## src/hdl/sfr_pkg.sv

```systemverilog
`timescale 1ns / 1ps
// ----------------------------------------------------------------------------
// sfr_pkg
// types and constants for the streaming find-and-replace block
// ----------------------------------------------------------------------------
package sfr_pkg;

  localparam int DATA_W      = 64;
  localparam int PADDR_W     = 5;
  localparam int REPL_MAX    = 8;
  localparam int COUNT_W     = 4;

  typedef enum logic [1:0] {
    REG_PATTERN_BYTES      = 2'd0,
    REG_PATTERN_LENGTH     = 2'd1,
    REG_REPLACEMENT_BYTES  = 2'd2,
    REG_REPLACEMENT_LENGTH = 2'd3
  } reg_idx_t;

  typedef struct packed {
    logic [7:0] byte_in;
    logic       end_of_line;
  } item_t;

  typedef struct packed {
    logic [7:0] byte_out;
    logic       byte_valid;
    logic       line_done;
    logic       run_last;
  } result_t;

endpackage

```

## src/hdl/stream_find_replace.sv

```systemverilog
`timescale 1ns / 1ps
// ----------------------------------------------------------------------------
// stream_find_replace
// replaces each leftmost non-overlapping pattern occurrence in a byte stream
// ----------------------------------------------------------------------------
// Item channel (item_valid/item_ready/item) carries one byte or an
// end-of-line mark per transfer. Result channel (result_valid/result_ready/
// result) carries one output byte or the line-end marker per transfer;
// run_last flags the final result caused by an item.
// Pattern and replacement are set over the APB port while the block is idle;
// a write to pattern_length empties the pending window.
// Latency: results of an item appear the cycle after its transfer.
// Throughput: one item per cycle while the receiver is ready and each item
// causes at most one result. A burst holds the result register until its
// last result is transferred, as the burst register drains one result per
// ready cycle; the next item is taken in the cycle of that last transfer.
// A stalled receiver holds the current result steady and, once the burst
// register is occupied, holds off the item channel.
// Reset empties the window and the burst register and loads the register
// defaults (pattern length 1, empty replacement).
// ----------------------------------------------------------------------------
module stream_find_replace #(
  parameter int MAX_PATTERN_BYTES = 8
) (
  input  logic                         clk,
  input  logic                         rst,
  input  logic                         item_valid,
  output logic                         item_ready,
  input  sfr_pkg::item_t               item,
  output logic                         result_valid,
  input  logic                         result_ready,
  output sfr_pkg::result_t             result,
  input  logic                         psel,
  input  logic                         penable,
  input  logic                         pwrite,
  input  logic [sfr_pkg::PADDR_W-1:0]  paddr,
  input  logic [sfr_pkg::DATA_W-1:0]   pwdata,
  output logic [sfr_pkg::DATA_W-1:0]   prdata,
  output logic                         pready
);

  localparam int FILL_W = $clog2(MAX_PATTERN_BYTES + 1);

  typedef logic [MAX_PATTERN_BYTES-1:0][7:0] window_t;

  // configuration registers
  logic [sfr_pkg::DATA_W-1:0]  pattern_bytes;
  logic [3:0]                  pattern_length;
  logic [sfr_pkg::DATA_W-1:0]  replacement_bytes;
  logic [3:0]                  replacement_length;

  // pending window and burst register
  window_t                     window;
  window_t                     window_next;
  logic [FILL_W-1:0]           fill;
  logic [FILL_W-1:0]           fill_next;
  logic [sfr_pkg::DATA_W-1:0]  burst_word;
  logic [sfr_pkg::COUNT_W-1:0] burst_count;
  logic                        burst_marker;

  logic [FILL_W-1:0]           plen;
  logic [sfr_pkg::COUNT_W-1:0] rlen;
  logic [FILL_W-1:0]           fill_inc;
  window_t                     win_ins;
  window_t                     win_shift;
  logic                        match;
  logic                        load;
  logic [sfr_pkg::DATA_W-1:0]  load_word;
  logic [sfr_pkg::COUNT_W-1:0] load_count;
  logic                        load_marker;
  logic                        item_xfer;
  logic                        result_xfer;
  logic                        cfg_write;
  sfr_pkg::reg_idx_t           reg_idx;

  assign reg_idx   = sfr_pkg::reg_idx_t'(paddr[sfr_pkg::PADDR_W-1:3]);
  assign cfg_write = psel & penable & pwrite & pready;
  assign pready    = 1'b1;

  always_comb begin
    unique case (reg_idx)
      sfr_pkg::REG_PATTERN_BYTES:      prdata = pattern_bytes;
      sfr_pkg::REG_PATTERN_LENGTH:     prdata = sfr_pkg::DATA_W'(pattern_length);
      sfr_pkg::REG_REPLACEMENT_BYTES:  prdata = replacement_bytes;
      sfr_pkg::REG_REPLACEMENT_LENGTH: prdata = sfr_pkg::DATA_W'(replacement_length);
      default:                         prdata = '0;
    endcase
  end

  // effective lengths: zero pattern length acts as one, both saturate
  always_comb begin
    if (pattern_length == 4'd0) begin
      plen = FILL_W'(1);
    end else if (32'(pattern_length) > MAX_PATTERN_BYTES) begin
      plen = FILL_W'(MAX_PATTERN_BYTES);
    end else begin
      plen = pattern_length[FILL_W-1:0];
    end
    if (32'(replacement_length) > sfr_pkg::REPL_MAX) begin
      rlen = sfr_pkg::COUNT_W'(sfr_pkg::REPL_MAX);
    end else begin
      rlen = replacement_length;
    end
  end

  // new byte lands at the fill position, then the full window is compared
  always_comb begin
    fill_inc = fill + FILL_W'(1);
    match    = 1'b1;
    for (int i = 0; i < MAX_PATTERN_BYTES; i++) begin
      win_ins[i] = (FILL_W'(i) == fill) ? item.byte_in : window[i];
      if ((FILL_W'(i) < plen) && (win_ins[i] != pattern_bytes[8*i +: 8])) begin
        match = 1'b0;
      end
    end
    win_shift = win_ins >> 8;
  end

  always_comb begin
    window_next = window;
    fill_next   = fill;
    load        = 1'b0;
    load_word   = '0;
    load_count  = '0;
    load_marker = 1'b0;
    if (item.end_of_line) begin
      load        = 1'b1;
      load_word   = sfr_pkg::DATA_W'(window);
      load_count  = sfr_pkg::COUNT_W'(fill);
      load_marker = 1'b1;
      fill_next   = '0;
    end else if (fill_inc == plen) begin
      if (match) begin
        load        = (rlen != '0);
        load_word   = replacement_bytes;
        load_count  = rlen;
        window_next = win_ins;
        fill_next   = '0;
      end else begin
        // oldest byte leaves, window stays one short of full
        load        = 1'b1;
        load_word   = sfr_pkg::DATA_W'(win_ins[0]);
        load_count  = sfr_pkg::COUNT_W'(1);
        window_next = win_shift;
        fill_next   = fill;
      end
    end else begin
      window_next = win_ins;
      fill_next   = fill_inc;
    end
  end

  // result view of the burst register: bytes first, then the line-end marker
  always_comb begin
    result_valid = (burst_count != '0) || burst_marker;
    if (burst_count != '0) begin
      result.byte_out   = burst_word[7:0];
      result.byte_valid = 1'b1;
      result.line_done  = 1'b0;
      result.run_last   = (burst_count == sfr_pkg::COUNT_W'(1)) && !burst_marker;
    end else begin
      result.byte_out   = 8'd0;
      result.byte_valid = 1'b0;
      result.line_done  = burst_marker;
      result.run_last   = burst_marker;
    end
  end

  assign result_xfer = result_valid & result_ready;
  assign item_ready  = !result_valid || (result_ready && result.run_last);
  assign item_xfer   = item_valid & item_ready;

  always_ff @(posedge clk) begin
    if (rst) begin
      fill               <= '0;
      burst_count        <= '0;
      burst_marker       <= 1'b0;
      pattern_bytes      <= '0;
      pattern_length     <= 4'd1;
      replacement_bytes  <= '0;
      replacement_length <= 4'd0;
    end else begin
      if (item_xfer && load) begin
        burst_count  <= load_count;
        burst_marker <= load_marker;
      end else if (result_xfer) begin
        if (burst_count != '0) begin
          burst_count <= burst_count - sfr_pkg::COUNT_W'(1);
        end else begin
          burst_marker <= 1'b0;
        end
      end
      if (cfg_write && (reg_idx == sfr_pkg::REG_PATTERN_LENGTH)) begin
        fill <= '0;
      end else if (item_xfer) begin
        fill <= fill_next;
      end
      if (cfg_write) begin
        unique case (reg_idx)
          sfr_pkg::REG_PATTERN_BYTES: begin
            pattern_bytes <= pwdata;
          end
          sfr_pkg::REG_PATTERN_LENGTH: begin
            pattern_length <= pwdata[3:0];
          end
          sfr_pkg::REG_REPLACEMENT_BYTES: begin
            replacement_bytes <= pwdata;
          end
          sfr_pkg::REG_REPLACEMENT_LENGTH: begin
            replacement_length <= pwdata[3:0];
          end
          default: begin
          end
        endcase
      end
    end
  end

  always_ff @(posedge clk) begin
    if (item_xfer && load) begin
      burst_word <= load_word;
    end else if (result_xfer && (burst_count != '0)) begin
      burst_word <= burst_word >> 8;
    end
    if (item_xfer) begin
      window <= window_next;
    end
  end

endmodule

```

## config.mk

```make
export PLATFORM = sky130hd
export DESIGN_NAME = stream_find_replace
export DESIGN_NICKNAME = d
export VERILOG_FILES = /design/src/hdl/sfr_pkg.sv /design/src/hdl/stream_find_replace.sv
export SDC_FILE = /design/constraint.sdc
export NUM_CORES = 1
export LEC_CHECK = 0
export BUFFER_PORTS_ARGS = -buffer_cell sky130_fd_sc_hd__buf_2
export CAP_MARGIN = 20
export CORE_MARGIN = 4
export CORE_UTILIZATION = 24
export DETAILED_ROUTE_END_ITERATION = 16
export GPL_ROUTABILITY_DRIVEN = 0
export HOLD_SLACK_MARGIN = 0.08
export PLACE_DENSITY = 0.46
export SLEW_MARGIN = 20
export SYNTH_ARGS = -nofsm -noshare
export SYNTH_HDL_FRONTEND = slang
export SYNTH_SLANG_ARGS = --single-unit
export TNS_END_PERCENT = 20
```

## constraint.sdc

```tcl
create_clock -name clk -period 7.1 [get_ports clk]
set_clock_uncertainty 0.05 [all_clocks]
set_input_delay 1.42 -clock clk [delete_from_list [all_inputs] [get_ports clk]]
set_output_delay 1.42 -clock clk [all_outputs]
set_load 0.01 [all_outputs]
```

# Word-level counts from Yosys, hierarchy flattened
# Cells that the tools add are included.
classes:
  n_addsub: 2
  mul: 0
  div: 0
  order_cmp: 10
  eq_ne: 22
  shift: 0
  muxes: 44
  bitwise: 5
  n_reduce_logical: 34
ops:
  columns: ["operator", "count"]
  rows:
  - ["2-to-1 mux 64 bit", 7]
  - ["case mux 64 bit (4 select lines)", 1]
  - ["2-to-1 mux 8 bit", 8]
  - ["inequality test 8 bit", 8]
  - ["2-to-1 mux 4 bit", 12]
  - ["== test 3 x 4 -> 1 bit, first input constant", 4]
  - ["< comparator 3 x 4 -> 1 bit, first input constant", 4]
  - ["AND reduction 2 bit", 8]
  - ["2-to-1 mux 1 bit", 15]
  - ["logical AND 1 bit", 13]
  - ["2-to-1 mux 11 bit", 1]
  - ["== test 2 x 4 -> 1 bit, first input constant", 2]
  - ["> comparator 4 bit, second input constant", 2]
  - ["logical NOT 4 bit", 2]
  - ["< comparator 1 x 4 -> 1 bit, first input constant", 2]
  - ["< comparator 2 x 4 -> 1 bit, first input constant", 2]
  - ["nonzero test 4 bit", 2]
  - ["nonzero test 2 bit", 3]
  - ["adder 4 x 1 -> 4 bit, second input constant", 1]
  - ["bitwise AND 1 bit", 4]
  - ["== test 1 x 4 -> 1 bit, first input constant", 1]
  - ["== test 2 bit, second input constant", 2]
  - ["== test 4 x 1 -> 1 bit, second input constant", 1]
  - ["== test 4 bit", 1]
  - ["other kinds (9)", 11]
word_totals:
  register_bits: 273
  latchBits: 0
  mem_bits_rw: 0
  romBits: 0
  elab_cells: 133
  n_memories: 0

# Depth between registers and ports, before layout
depth:
  depth_word: 19
  mapped_depth: 17
  mapped_depth_nobuf: 11

# Worst setup path after synthesis
# No wires, ideal clock.
synth_timing:
  path_type: "input to register"
  start: "input item[8] (netlist bit)"
  end: "register burst_word[0] (netlist bit), enable pin"
  setup_time_ns: 0.695
  arrival_ns: 5.235
  path_slack_ns: 1.120
  path_stages: 10
  path_buffers: 2
  path_cell_list: "clkbuf_1 -> nor2b_1 -> o31a_1 -> a211o_1 -> or4_1 -> or4b_1 -> o32ai_1 -> a41oi_1 -> clkbuf_1 -> nand2b_1"
synth_between:
  elab_chain_cells: 16
  word_cells_on_any_way: 37
synth_rtl:
  columns: ["item", "line_no", "text"]
  rows:
  - ["from (decl)", "stream_find_replace.sv:29", "input sfr_pkg::item_t item,"]
  - ["2-to-1 mux 8 bit", "stream_find_replace.sv:111", "win_ins[i] = (FILL_W'(i) == fill) ? item.byte_in : window[i];"]
  - ["inequality test 8 bit", "stream_find_replace.sv:112", "if ((FILL_W'(i) < plen) && (win_ins[i] != pattern_bytes[8*i +: 8])) begin"]
  - ["logical AND 1 bit", "stream_find_replace.sv:112", null]
  - ["2-to-1 mux 1 bit (7 in a row)", "stream_find_replace.sv:112", null]
  - ["2-to-1 mux 1 bit (*)", "stream_find_replace.sv:112", null]
  - ["2-to-1 mux 1 bit (*)", "stream_find_replace.sv:133", "if (match) begin"]
  - ["2-to-1 mux 1 bit (*)", "stream_find_replace.sv:132", "end else if (fill_inc == plen) begin"]
  - ["2-to-1 mux 1 bit (*)", "stream_find_replace.sv:126", "if (item.end_of_line) begin"]
  - ["logical AND 1 bit (*)", "stream_find_replace.sv:220", "if (item_xfer && load) begin"]
  - ["nonzero test 2 bit (no line) (*)", null, null]
  - ["to (signal assigned)", "stream_find_replace.sv:221", "burst_word <= load_word;"]
  - ["to (signal assigned)", "stream_find_replace.sv:223", "burst_word <= burst_word >> 8;"]
  - ["to (decl)", "stream_find_replace.sv:57", "logic [sfr_pkg::DATA_W-1:0] burst_word;"]
# Every way passes the cells marked *; elsewhere a longest branch is shown, timed or not.
# A chain may end at the register's enable or synchronous reset.

# Worst setup path in the final report
layout_timing:
  start: "register fill[0]"
  end: "register window[16] (netlist bit) (data pin)"
layout_between:
  elab_chain_cells: 14
  word_cells_on_any_way: 44
layout_rtl:
  columns: ["item", "line_no", "text"]
  rows:
  - ["from (decl)", "stream_find_replace.sv:55", "logic [FILL_W-1:0] fill;"]
  - ["from (signal assigned)", "stream_find_replace.sv:196", "fill <= fill_next;"]
  - ["logical NOT 4 bit", "stream_find_replace.sv:111", null]
  - ["2-to-1 mux 8 bit", "stream_find_replace.sv:111", null]
  - ["inequality test 8 bit", "stream_find_replace.sv:112", null]
  - ["logical AND 1 bit", "stream_find_replace.sv:112", null]
  - ["2-to-1 mux 1 bit (8 in a row)", "stream_find_replace.sv:112", null]
  - ["2-to-1 mux 64 bit", "stream_find_replace.sv:133", null]
  - ["2-to-1 mux 64 bit (*)", "stream_find_replace.sv:132", null]
  - ["to (signal assigned)", "stream_find_replace.sv:226", "window <= window_next;"]
  - ["to (decl)", "stream_find_replace.sv:53", "window_t window;"]
# Marked as above.

==> metrics.txt <==
run status=finished, final reports clean; most frequent cells in the layout=304 x sky130_fd_sc_hd__nand2_1, 205 x sky130_fd_sc_hd__a21oi_1, 192 x sky130_fd_sc_hd__nor2_1; maximum single-stage delay on the critical path=0.67 ns; Routed Wire Length=between 50 and 60 mm; area added between synthesis and finish=18.03%; post-detailed-route wirelength per cell=20.94 um; RSZ-0062 raised after global routing=false; routed wl met2=27.37 mm; routed vias=13.24k; drt initial violations=977; sum of met3 wire segment lengths after detailed routing=2.743 mm; worst-skew pair later-pin latency=0.55 ns; classification of the worst-slack hold path=reg2reg; post-CTS sizing=0; dpl cells=~2.6k; Cell Area, Synth=between 15,000 and 20,000 sq um; critical-path cell with the highest stage delay=sky130_fd_sc_hd__nor3b_2; global router's overall resource usage=16.14%; slew at the pin closest to its max-slew limit=0.9977 ns; routed via count divided by cell count=4.964; final critical-path setup slack=1.455 ns; mean cell area of the mapped netlist=8.776 sq um; highest signal layer in the routed design=met5; final layout net count=1,893; number of H-tree levels=2; number of clock sinks seen by CTS=273; CP dominant cell by count=sky130_fd_sc_hd__mux2i_1; pin count of the biggest net entering global routing=77; max-slew violation count=0; worst IR drop on VDD=0.1541 mV; most frequent standard cell in the layout excluding fill and tap cells=sky130_fd_sc_hd__nand2_1; Post-Layout Cell Count=2,666; Fmax achieved=~180 MHz; total count of hold-check failures in the final report=0; clock buffers created by TritonCTS=35; max-cap check violation count=0; dpl ws=between 1 and 1.5 ns; initial antenna violation count=3; post-route antenna net violation count=0; deepest clock path buffer count=3; unique cell type count in the Yosys netlist=76; standard-cell rows=a little over 90; total of buffers placed on input and output ports=158; combined flip-flop and latch cell area=approximately 6700 sq um; cell-by-cell listing of the critical path=inv_1 -> ha_1 -> nor3b_2 -> mux2i_1 -> a211o_1 -> or4_1 -> or4b_1 -> o32a_4 -> o31ai_4 -> buf_12 -> mux2i_1 -> o221a_2; Boundary Pins=163; startpoint kind of the worst setup timing path=register; clock tree from TritonCTS=yes; global-route congestion overflow total=0; vias in the first global route=13.06k; CTS Root Buffer Type=sky130_fd_sc_hd__clkbuf_16; synthesized net count=1,806; number of filler instances in the final layout=6,700; crit-path leading delay family=simple AND/OR/NAND/NOR gates; max_slew headroom=33.33%; endpoint arrival time on the critical path=6.00 ns; sequential-to-total area share from yosys stat=44.83%; met1 WL=around 24 mm; count of flip-flops with a built-in enable after synthesis=128; Crit path required time=around 7.5 ns; category of the critical setup timing path=reg2reg; number of synthesis warnings=0; Pre-Repair DR Iteration Count=7; setup TNS=0 ns; Die ar.=66,780 sq um; Starting Density=24.30%; proportion of layout cells with a drive suffix above 1=15.54%; first-pass GRT wire length=83.39 mm; flip-flop cell with the highest count after synthesis=sky130_fd_sc_hd__dfxtp_1; cts hold-fix bufs=0; fraction of the cycle the final worst path needs=79.51%; multi-input logic area=7579 sq um; leakage power=6.554 nW; kind of end point of the critical path=register; CP Max Fanout=34; sum of buffers and inverters on the critical path=2; clock period minus worst slack=5.645 ns; post-route DRC violation count=0; async set-or-reset flop fraction in the synthesized netlist=0%; clock slew at the register clock pins of the worst setup and hold paths=0.06 ns; Floorplan Core Area=roughly 62,000 sq um; half-perimeter wire length of the detailed placement result=roughly 40 mm; Finish-stage setup viols=0; vertical die dimension=258.4 um; count of mapped cells out of synthesis=1,715; Die Width=258.4 um; Post-CTS Setup Repair Bufs=0; power density over the cells=306.8 nW/um^2; register bit count reported by yosys=between 200 and 300
## layer usage
| layer | up-vias | global-route usage (%) |
|---|---|---|
| li1 | 6314 | - |
| met4 | 4 | 5.217 |
| met3 | 102 | 2.531 |
| met1 | 6420 | 20.75 |
| met2 | 395 | 27.79 |
| met5 | - | 0 |
## report_power, final
part / internal, W / leakage (nW) / total [W] / switching, W
Combinational: 0.000466 / 3.60 / 0.00138 / 0.000910
Sequential: 0.00213 / 2.38 / 0.00229 / 0.000154
Clock: 0.00109 / 0.569 / 0.00179 / 0.000704
Total: 0.00368 / 6.55 / 0.00545 / 0.00177
## cell families (layout without fill, tap and decap cells)
group           after synthesis  in the layout  synth area share [%]
flops                       273            273                 44.83
simple gates                653            653                 19.05
buf+inv                     184            297                 5.196
xor+xnor                     41             41                 2.386
mux                         119            119                 8.322
other cells                   1              2               0.02492
fa+ha+maj                     6              6                0.4988
compound gates              438            438                 19.69
## sequential cells by signal, indices dropped and copies added (netlist names)
register and count:
pattern_length 4, replacement_bytes 64, window 64, fill 4, pattern_bytes 64, burst_word 64, replacement_length 4, burst_count 4
burst_marker 1
## tightest hold or removal path, cell delays in order, from the launching register on
cell	delay (ns)
sky130_fd_sc_hd__dfxtp_1	0.32
sky130_fd_sc_hd__nand2_1	0.05
sky130_fd_sc_hd__a21oi_1	0.06
## cells in the mapped netlist, types with 5 or more instances
master | n | area [sq um]
sky130_fd_sc_hd__nand2_1 | 304 | 1141
sky130_fd_sc_hd__a21oi_1 | 205 | 1026
sky130_fd_sc_hd__nor2_1 | 194 | 728.2
sky130_fd_sc_hd__dfxtp_1 | 145 | 2903
sky130_fd_sc_hd__edfxtp_1 | 128 | 3844
sky130_fd_sc_hd__clkbuf_1 | 122 | 457.9
sky130_fd_sc_hd__mux2i_1 | 112 | 1121
sky130_fd_sc_hd__a22oi_1 | 65 | 488.0
sky130_fd_sc_hd__inv_1 | 42 | 157.7
sky130_fd_sc_hd__nand2b_1 | 25 | 156.4
sky130_fd_sc_hd__xnor2_1 | 24 | 210.2
sky130_fd_sc_hd__nand3_1 | 23 | 115.1
sky130_fd_sc_hd__o21a_1 | 23 | 172.7
sky130_fd_sc_hd__o221a_1 | 19 | 214.0
sky130_fd_sc_hd__o21ai_0 | 17 | 85.08
sky130_fd_sc_hd__xor2_1 | 17 | 148.9
sky130_fd_sc_hd__nor2b_1 | 16 | 100.1
sky130_fd_sc_hd__and2_1 | 13 | 81.33
sky130_fd_sc_hd__o221a_2 | 13 | 146.4
sky130_fd_sc_hd__nor3_1 | 12 | 60.06
sky130_fd_sc_hd__o22a_1 | 11 | 96.34
sky130_fd_sc_hd__o22ai_1 | 11 | 68.82
sky130_fd_sc_hd__or4_1 | 11 | 82.58
sky130_fd_sc_hd__o31ai_1 | 10 | 75.07
sky130_fd_sc_hd__or3_1 | 9 | 56.30
sky130_fd_sc_hd__a32oi_1 | 8 | 70.07
sky130_fd_sc_hd__buf_6 | 8 | 90.09
sky130_fd_sc_hd__buf_2 | 7 | 35.03
sky130_fd_sc_hd__nor4_1 | 7 | 43.79
sky130_fd_sc_hd__and3_1 | 6 | 37.54
sky130_fd_sc_hd__ha_1 | 6 | 75.07
sky130_fd_sc_hd__a221oi_1 | 5 | 43.79
sky130_fd_sc_hd__and3b_1 | 5 | 43.79
sky130_fd_sc_hd__nand3b_1 | 5 | 37.54
sky130_fd_sc_hd__nor3b_1 | 5 | 37.54
## cell type report
cell class | count | area share (%)
tap | 837 | 5.895
timing repair buffer | 192 | 6.057
clock buffer | 57 | 6.353
clock inverter | 6 | 0.1550
inverter | 42 | 0.8874
antenna | 1 | 0.01409
multi-input combinational | 1258 | 42.66
sequential | 273 | 37.98
## through the flow
step                      cell area, sq um  util (%)  hold slack (ns)  total power [W]
after CTS                            17760     28.68           0.4242         0.005522
final                                17760     28.68           0.4253         0.005451
after global placement               16610     26.81           0.4091         0.003694
after detailed placement             16610     26.81           0.4168         0.003706
after global routing                 17760     28.68           0.4399         0.005723
after floorplan                      15050         -           0.3911         0.003175
## worst paths after layout
kind / startpoint / end / slack [ns] / cells past startpoint
hold / removal: replacement_bytes[35] / replacement_bytes[35] / 0.43 / 2
hold reg to reg: replacement_bytes[35] / replacement_bytes[35] / 0.43 / 2
setup reg to reg: fill[0] / window[16] / 1.45 / 12
setup / recovery: fill[0] / window[16] / 1.45 / 12
No activity file was read; power rests on OpenSTA's default activity.
